===== config.mk =====
export PLATFORM = sky130hd
export DESIGN_NAME = tpp_ctrl
export DESIGN_NICKNAME = d
export VERILOG_FILES = /design/src/rtl/core/tpp_pkg.sv /design/src/rtl/core/tpp_ctrl.sv
export SDC_FILE = /design/constraint.sdc
export NUM_CORES = 1
export LEC_CHECK = 0
export ABC_AREA = 1
export BUFFER_PORTS_ARGS = -buffer_cell sky130_fd_sc_hd__buf_2
export CORE_MARGIN = 3
export CORE_UTILIZATION = 55
export CTS_CLUSTER_DIAMETER = 50
export DETAILED_ROUTE_END_ITERATION = 8
export PLACE_DENSITY = 0.82
export SYNTH_ARGS = -nofsm -noshare
export SYNTH_HDL_FRONTEND = slang
export SYNTH_SLANG_ARGS = --single-unit

===== constraint.sdc =====
create_clock -name clock -period 2.64 [get_ports clock]
set_clock_uncertainty 0.05 [all_clocks]
set_input_delay 0.792 -clock clock [delete_from_list [all_inputs] [get_ports clock]]
set_output_delay 0.792 -clock clock [all_outputs]
set_load 0.05 [all_outputs]

===== src/rtl/core/tpp_pkg.sv =====
// ----------------------------------------------------------------------------
// tpp_pkg
// Shared types and constants of the timed path playback block.
// ----------------------------------------------------------------------------
package tpp_pkg;

   localparam int COORD_W = 13;
   localparam int TIME_W  = 32;
   localparam int OUT_W   = 21;
   localparam int OUT_MAX = 1048575;
   localparam int OUT_MIN = -1048576;

   typedef enum logic [1:0] {
      CMD_START  = 2'd0,
      CMD_APPEND = 2'd1,
      CMD_STOP   = 2'd2,
      CMD_QUERY  = 2'd3
   } cmd_type;

   typedef enum logic [1:0] {
      ST_POS   = 2'd0,
      ST_NOPOS = 2'd1,
      ST_DROP  = 2'd2,
      ST_ACK   = 2'd3
   } status_type;

   // read address source of the point store
   typedef enum logic [1:0] {
      RD_LAST = 2'd0,
      RD_SCAN = 2'd1,
      RD_HIT  = 2'd2,
      RD_NEXT = 2'd3
   } rd_sel_type;

   // kind of result loaded into the response register
   typedef enum logic [1:0] {
      KIND_CMD   = 2'd0,
      KIND_NOPOS = 2'd1,
      KIND_POS   = 2'd2
   } kind_type;

   typedef struct packed {
      logic signed [COORD_W-1:0] x;
      logic signed [COORD_W-1:0] y;
      logic [TIME_W-1:0]         t;
   } point_type;

   typedef struct packed {
      logic       latch;
      logic       exec;
      rd_sel_type rd_sel;
      logic       len_load;
      logic       scan_init;
      logic       mod_start;
      logic       mod_load;
      logic       scan_issue;
      logic       cap_p0;
      logic       cap_p1;
      logic       mult;
      logic       div_start;
      logic       out_load;
      kind_type   kind;
   } ctl_type;

   typedef struct packed {
      logic is_query;
      logic query_ok;
      logic len_zero;
      logic need_mod;
      logic div_done;
      logic scan_last;
      logic hit;
      logic out_free;
   } stat_type;

endpackage


===== src/rtl/core/tpp_ctrl.sv =====
// ----------------------------------------------------------------------------
// tpp_ctrl
// Sequencer for command execution and the query search and interpolation.
// ----------------------------------------------------------------------------
module tpp_ctrl
   import tpp_pkg::*;
(
   input  logic     clock,
   input  logic     reset,
   input  logic     req_tvalid,
   output logic     req_tready,
   input  stat_type stat,
   output ctl_type  ctl
);

   typedef enum logic [12:0] {
      S_IDLE    = 13'b0000000000001,
      S_DECODE  = 13'b0000000000010,
      S_LEN     = 13'b0000000000100,
      S_MOD     = 13'b0000000001000,
      S_SCAN    = 13'b0000000010000,
      S_DRAIN   = 13'b0000000100000,
      S_FETCH_A = 13'b0000001000000,
      S_FETCH_B = 13'b0000010000000,
      S_LOAD_B  = 13'b0000100000000,
      S_MULT    = 13'b0001000000000,
      S_DIV_GO  = 13'b0010000000000,
      S_DIV     = 13'b0100000000000,
      S_DONE    = 13'b1000000000000
   } state_type;

   state_type state_ff, state_in;
   kind_type  kind_ff, kind_in;

   always_comb begin
      state_in   = state_ff;
      kind_in    = kind_ff;
      ctl        = '0;
      ctl.rd_sel = RD_LAST;
      ctl.kind   = kind_ff;
      req_tready = 1'b0;
      unique case (state_ff)
         S_IDLE: begin
            req_tready = 1'b1;
            ctl.latch  = req_tvalid;
            if (req_tvalid) begin
               state_in = S_DECODE;
            end
         end
         S_DECODE: begin
            priority if (!stat.is_query) begin
               ctl.exec = 1'b1;
               kind_in  = KIND_CMD;
               state_in = S_DONE;
            end else if (!stat.query_ok) begin
               kind_in  = KIND_NOPOS;
               state_in = S_DONE;
            end else begin
               state_in = S_LEN;
            end
         end
         S_LEN: begin
            ctl.len_load  = 1'b1;
            ctl.scan_init = 1'b1;
            priority if (stat.len_zero) begin
               kind_in  = KIND_NOPOS;
               state_in = S_DONE;
            end else if (stat.need_mod) begin
               ctl.mod_start = 1'b1;
               state_in      = S_MOD;
            end else begin
               state_in = S_SCAN;
            end
         end
         S_MOD: begin
            if (stat.div_done) begin
               ctl.mod_load = 1'b1;
               state_in     = S_SCAN;
            end
         end
         // issue one table read a cycle
         S_SCAN: begin
            ctl.rd_sel     = RD_SCAN;
            ctl.scan_issue = 1'b1;
            if (stat.scan_last) begin
               state_in = S_DRAIN;
            end
         end
         S_DRAIN: begin
            state_in = S_FETCH_A;
         end
         S_FETCH_A: begin
            ctl.rd_sel = RD_HIT;
            if (stat.hit) begin
               state_in = S_FETCH_B;
            end else begin
               kind_in  = KIND_NOPOS;
               state_in = S_DONE;
            end
         end
         S_FETCH_B: begin
            ctl.rd_sel = RD_NEXT;
            ctl.cap_p0 = 1'b1;
            state_in   = S_LOAD_B;
         end
         S_LOAD_B: begin
            ctl.cap_p1 = 1'b1;
            state_in   = S_MULT;
         end
         S_MULT: begin
            ctl.mult = 1'b1;
            state_in = S_DIV_GO;
         end
         S_DIV_GO: begin
            ctl.div_start = 1'b1;
            state_in      = S_DIV;
         end
         S_DIV: begin
            if (stat.div_done) begin
               kind_in  = KIND_POS;
               state_in = S_DONE;
            end
         end
         // hold until the response register frees up
         S_DONE: begin
            ctl.out_load = stat.out_free;
            if (stat.out_free) begin
               state_in = S_IDLE;
            end
         end
         default: begin
            state_in = S_IDLE;
         end
      endcase
   end

   always_ff @(posedge clock) begin
      if (reset) begin
         state_ff <= S_IDLE;
         kind_ff  <= KIND_CMD;
      end else begin
         state_ff <= state_in;
         kind_ff  <= kind_in;
      end
   end

endmodule


==> results by group, run 1 <==
Floorplanning
  • Die span in x: 51.4 um
  • Die Ht: 51.4 um
  • Core Area: 0.00184 mm^2
  • Initial Util: between 60 and 70%
  • Num rows: 15
  • Die area: 0.00264 mm^2
  • IO Count: 28

Worst setup path
  • Worst reg2reg path depth: 9
  • Critical path peak fanout: 8
  • Largest delay share family, worst path: simple AND/OR/NAND/NOR gates
  • Critical Path RT: 1800 ps
  • CP dominant cell by count: inv_1
  • Slowest CP cell: dfxtp_1
  • Crit path buf inv count: 3
  • Setup crit start: state_ff[12]
  • Critical Path End: ctl[6]
  • Crit start category: flip-flop
  • CP Cell Sequence: inv_1 > nand2_1 > nor2_4 > nand4_1 > inv_1 > clkbuf_4
  • Crit. End Element: output pin
  • Worst R2R Setup Slack: 970 ps
  • RR Endpoint: state_ff[0]
  • Crit-path max cell delay: 320 ps
  • Critical Path Stages: 6
  • FF-to-FF Start: state_ff[12]
  • Kind of critical path: flip-flop to output pin
  • Worst EP arrival: 1710 ps

Placed design
  • Area after DPL: approximately 0.0013 mm^2
  • Dpl hpwl: 2150 um
  • GP Congestion: between 0.8 and 0.9
  • # port buffers: 27
  • Pre-CTS setup slack: a little under 300 ps

STA
  • Final setup vio count: 0
  • Period utilization: ~97%
  • Worst Tran Pin Value: 431 ps
  • Final Hold Fails: 0
  • Final setup margin: ~87 ps
  • Max Slew Vio Count: 0
  • Max Clk Rate: 0.392 GHz
  • WHS: ~400 ps
  • Minimum clock period after layout: roughly 2600 ps
  • Slew headroom: 71.2%

Routing
  • # DRC: 0
  • Drt pass-1 iters: 4
  • Via count: 1,225
  • Starting DRC count in detailed routing: 22
  • Wire per inst: 11.1 um
  • Total wire length: ~2700 um
  • Post-DR vias/cell: 5.06
  • DRT antenna net count: 0

Final layout
  • N_diodes: 0
  • Share of cells above drive strength 1: 27.2%
  • Final Core Density: 73.5%
  • Fillers: between 150 and 200
  • Final Cell Area: 0.00135 mm^2
  • Final #Nets: 229
  • Synth-to-layout area growth: 19.3%

Yosys
  • Synth Area in Adders: 0%
  • Synth Area in Compound Gates: 2.43%
  • Syn_nets: 198
  • Largest family of logic cells by synthesized area: simple AND/OR/NAND/NOR gates
  • Seq cells post-synth: 15
  • Post-synthesis mux area share: 0%
  • Synth Area in XOR/XNOR: 0%
  • Sequential cell area fraction in the yosys report: between 20% and 30%
  • Simple-Gate Fraction of Synth Area: 54.5%
  • Post-Syn Instances: between 150 and 200
  • Synth Cell Area: 0.00113 mm^2
  • Distinct cells, synth: 24
  • Syn. warnings: 0
  • Syn Area/Cell: 6.06 um^2

Power and ir drop
  • Total Power: 1.25 mW
  • PwrDens: 926 mW/mm^2
  • Maximum vdd drop: 0.00111 V
  • LEAKAGE: 0.871 nW

Clock network
  • Clk slew on worst S/H paths: 90 ps
  • Bufs on Longest Clock Path: 2
  • Clock H-tree levels: 1
  • TritonCTS Buffers: 3
  • Clock Latency Late Sink: 290 ps
  • CTS tree: done
  • # clock sinks: 15
  • Root buffer cell: clkbuf_4

Global route
  • Antenna violations before repair: 0
  • First-pass GRT wire length: around 4500 um
  • Gr usage total: between 20% and 30%
  • Largest net degree at the start of global routing: 14
  • Vias in the first global route: 1,114
  • Global route overflow: 0

Worst hold path
  • Hold crit path type: flip-flop to flip-flop

Flow run
  • Number of max-cap violations: 0

Outcome
  • Status: finished clean
-- worst min-delay path by stage --
stage,from,end,slack (ps),depth (start not counted)
4_1_cts,kind_ff[1],kind_ff[1],410,2
3_3_place_gp,kind_ff[1],kind_ff[1],390,2
3_5_place_dp,kind_ff[1],kind_ff[1],390,2
5_1_grt,kind_ff[0],kind_ff[0],430,2
6_report,kind_ff[1],kind_ff[1],400,2
2_1_floorplan,state_ff[3],state_ff[3],490,4
-- cell usage after synthesis --
library cell  instances  area (um^2)
buf_1                 1         3.75
nor2_1               29          109
nand2_4               3         33.8
and3_1                1         6.26
nor4_1                1         6.26
nor2_4                6         67.6
inv_2                 5         18.8
nand3_2               1         10.0
nand2_1              36          135
nand4_1               3         18.8
inv_1                41          154
o21ai_1               2         10.0
a21oi_1               2         10.0
o211ai_1              1         7.51
nand2_2               6         37.5
nand3_4               1         17.5
clkinv_1              1         3.75
nor3_1                3         15.0
dfxtp_1              15          300
nand3_1              23          115
nor2_2                3         18.8
buf_4                 1         7.51
nor2_8                1         20.0
nand3b_1              1         7.51
-- where the power goes --
| group | internal [mW] | total, mW | switching [mW] |
|---|---|---|---|
| Combinational | 0.235 | 0.811 | 0.576 |
| Clock | 0.0588 | 0.137 | 0.0778 |
| Sequential | 0.267 | 0.305 | 0.0386 |
-- logic make-up (layout without fill, tap and decap cells) --
group | after synthesis | count (layout)
AND/OR/NAND/NOR | 118 | 118
AO/OA/AOI/OAI | 5 | 5
buffers and inverters | 49 | 79
flip-flops | 15 | 15
-- sequential cells by signal (all words and copies together) (netlist names) --
signal and count:
kind_ff 2, state_ff 13
-- cells in the final DEF (no fill, tap or decap), drive strengths merged --
master / instances
nand3b: 1
buf: 23
o21ai: 2
nor2: 39
o211ai: 1
and3: 1
nand3: 25
clkinv: 1
inv: 46
dfxtp: 15
nor3: 3
clkbuf: 9
nor4: 1
nand4: 3
a21oi: 2
nand2: 45
-- worst min-delay path: cells and delay by family (launching register included) --
family           cells  cell delay [ps]
flip-flops           1              320
AND/OR/NAND/NOR      1               60
AO/OA/AOI/OAI        1               50
-- area by class of cell --
type,instances,area [um^2],share of cell area [%]
clock buffer,4,26.3,1.94
inverter,47,176,13.0
multi-input combinational,123,663,49.0
sequential,15,300,22.2
tap,25,31.3,2.31
timing repair buffer,28,155,11.5
-- repair_timing --
item,4_1_cts,5_1_grt
gates resized for setup,0,6
hold endpoints to repair,0,0
setup buffers,0,1
setup endpoints to repair,0,5
hold buffers,0,0
-- metal layers --
layer	GRT usage [%]	up-vias	wire length, um
met1	25.1	570	1180
met3	3.50	5	81
li1	-	624	-
met2	41.9	26	1390
met4	7.86	0	42
met5	0	-	0
-- metrics by stage --
step,TNS (ps),instances
detailed placement,0,237
global route,-136,242
finish,0,242
CTS,0,241
floorplan,0,187
global placement,0,237
Power figures use the tool's default switching activity.
==> run 2: changes to the inputs <==
REMOVE_ABC_BUFFERS = 1   (was unset)
==> run 2 against run 1 <==
Effect of this change:
- clock power barely moved
- first-iteration DRC count rose to 2.6 times the previous value
- routed wire length is 5.4% higher
- sequential share of layout area is 0.21 points higher
- utilization fell by 0.68 points
- total power increased by 1.8%
- setup slack better by 18 ps
- global-route usage grew 1.1 points
- die area unchanged
- critical path type unchanged
- critical endpoint unchanged
- largest cell class unchanged
- largest power group unchanged
- highest routed layer unchanged
==> results by group, run 2 (synthesized netlist as in run 1, its figures left out) <==
Floorplanning
  • Num rows: 15 (unchanged)
  • Die span in x: 51.4 um (unchanged)
  • Core Area: 0.00184 mm^2 (unchanged)
  • Die Ht: 51.4 um (unchanged)
  • Initial Util: 61.6% (unchanged)
  • Die area: 0.00264 mm^2 (unchanged)
  • IO Count: 28 (unchanged)

STA
  • RSZ-0062 raised after global routing: yes
  • Final setup vio count: 0 (unchanged)
  • Worst Tran Pin Value: 414 ps (-17.3 ps)
  • Max Clk Rate: 0.394 GHz (+0.72%)
  • Period utilization: 96.0% (-0.69 points)
  • Minimum clock period after layout: 2530 ps (-18.3 ps)
  • Final Hold Fails: 0 (unchanged)
  • Final setup margin: 105 ps (+18.3 ps)
  • Slew headroom: 72.4% (+1.2 points)
  • Max Slew Vio Count: 0 (unchanged)

Power and ir drop
  • Maximum vdd drop: 0.000953 V (-14%)
  • LEAKAGE: 0.877 nW (+0.61%)
  • PwrDens: 951 mW/mm^2 (+2.7%)
  • Total Power: 1.27 mW (+1.8%)

Worst setup path
  • Kind of critical path: flip-flop to output pin
  • Crit. End Element: output pin
  • Crit start category: flip-flop
  • Critical Path RT: 1800 ps (about the same)
  • Critical path peak fanout: 7 (-1)
  • Worst EP arrival: 1690 ps (-20 ps)

Routing
  • WL met3: 155 um (+91%)
  • DRT antenna net count: 0 (unchanged)
  • Met1 Wirelength: 1160 um (-1.6%)
  • Met2 wire length: 1490 um (+6.5%)
  • Starting DRC count in detailed routing: 58 (+160%)
  • Wire per inst: 11.8 um (+5.4%)
  • Drt pass-1 iters: 5 (+1)
  • Total wire length: 2840 um (+5.4%)
  • Top routing layer used: met4
  • # DRC: 0 (unchanged)
  • Via count: 1,207 (-1.5%)
  • Post-DR vias/cell: 4.99 (-1.5%)

Final layout
  • Most common cell after layout, fill and taps aside: inv_1
  • Share of cells above drive strength 1: 27.2% (unchanged)
  • Final Non-Filler Cells: 242 (unchanged)
  • N_diodes: 0 (unchanged)
  • Synth-to-layout area growth: 18.2%
  • Largest regs: state_ff: 13 flops, kind_ff: 2 flops
  • Max FFs per register: 13 (unchanged)
  • Largest Register: state_ff
  • Most frequent cells in the layout: 41 x inv_1, 36 x nand2_1, 28 x nor2_1, 23 x nand3_1, 23 x buf_2
  • Final #Nets: 229 (unchanged)

Global route
  • Largest net degree at the start of global routing: 14 (unchanged)
  • First-pass GRT wire length: 4660 um (+3.0%)
  • Global route overflow: 0 (unchanged)
  • Gr usage total: 23.5% (+1.1 points)
  • Antenna violations before repair: 0 (unchanged)
  • Vias in the first global route: 1,121 (+0.63%)

Clock network
  • CTS tree: done
  • Clock H-tree levels: 1 (unchanged)
  • TritonCTS Buffers: 3 (unchanged)
  • Clk slew on worst S/H paths: 100 ps (about the same)
  • # clock sinks: 15 (unchanged)
  • Bufs on Longest Clock Path: 2 (unchanged)
  • Clock Latency Late Sink: 300 ps (about the same)
  • Root buffer cell: clkbuf_4

Worst hold path
  • Hold crit path type: flip-flop to flip-flop

Flow run
  • Number of max-cap violations: 0 (unchanged)

Placed design
  • GP Congestion: 0.843 (-0.68%)
  • Dpl hpwl: 2130 um (-0.90%)
  • Placed Cells incl. Taps: 237 (unchanged)
  • # port buffers: 27 (unchanged)
  • Pre-CTS setup slack: 330 ps (+41.5 ps)

Outcome
  • Status: finished clean
[run 2: cell count changes in the layout (fill, tap and decap cells not counted)]
cell / previous run / this run
buf_2: 22 / 23
buf_4: 1 / 2
buf_6: 0 / 1
clkbuf_1: 1 / 0
clkbuf_4: 8 / 5
clkinv_2: 0 / 1
nor4_1: 0 / 1
nor4_4: 1 / 0
[run 2: routing by layer]
layer | vias up | global-route usage (%)
li1 | 624 | -
met1 | 529 | 26.6
met2 | 49 | 43.2
met3 | 5 | 2.92
met4 | 0 | 10.0
met5 | - | 0
[run 2: layout make-up]
type | instances | area [um^2]
inverters | 47 | 176
multi-input cells | 123 | 648
well taps | 25 | 31.3
clock inverters | 1 | 5.00
fillers | 168 | 499
repair buffers | 28 | 156
flip-flops and latches | 15 | 300
clock buffers | 3 | 22.5
[run 2: stage by stage]
stage	hold WS, ps	setup TNS, ps	util [%]	instance area, um^2
after floorplan	492	-568	-	1120
after global placement	393	0	70.1	1290
after detailed placement	401	0	70.1	1290
after CTS	418	0	71.6	1320
after global routing	429	-41.5	72.9	1340
final	417	0	72.9	1340
[run 2: final timing paths]
check	from	cells after the start	end	slack, ps
max reg2reg	state_ff[3]	10	state_ff[0]	1020
min reg2reg	kind_ff[1]	2	kind_ff[1]	420
max	state_ff[11]	6	ctl[6]	110
min	kind_ff[1]	2	kind_ff[1]	420
[run 2: power by group]
part / total, mW / switching (mW) / internal (mW) / leakage [nW]
logic: 0.829 / 0.585 / 0.244 / 0.737
registers: 0.305 / 0.0382 / 0.267 / 0.122
clock network: 0.140 / 0.0839 / 0.0565 / 0.0177
[run 2: timing repair]
action,in CTS,in global routing
hold endpoints to repair,0,0
hold buffers,0,0
resized for setup,0,8
setup buffers,0,1
setup endpoints to repair,0,4
[run 2: critical path: stages (launching register included)]
cell     delay, ps
dfxtp_1        370
nor2_4         140
nand2_1        120
nor2_4         210
nand4_1        210
inv_1          130
buf_4          210
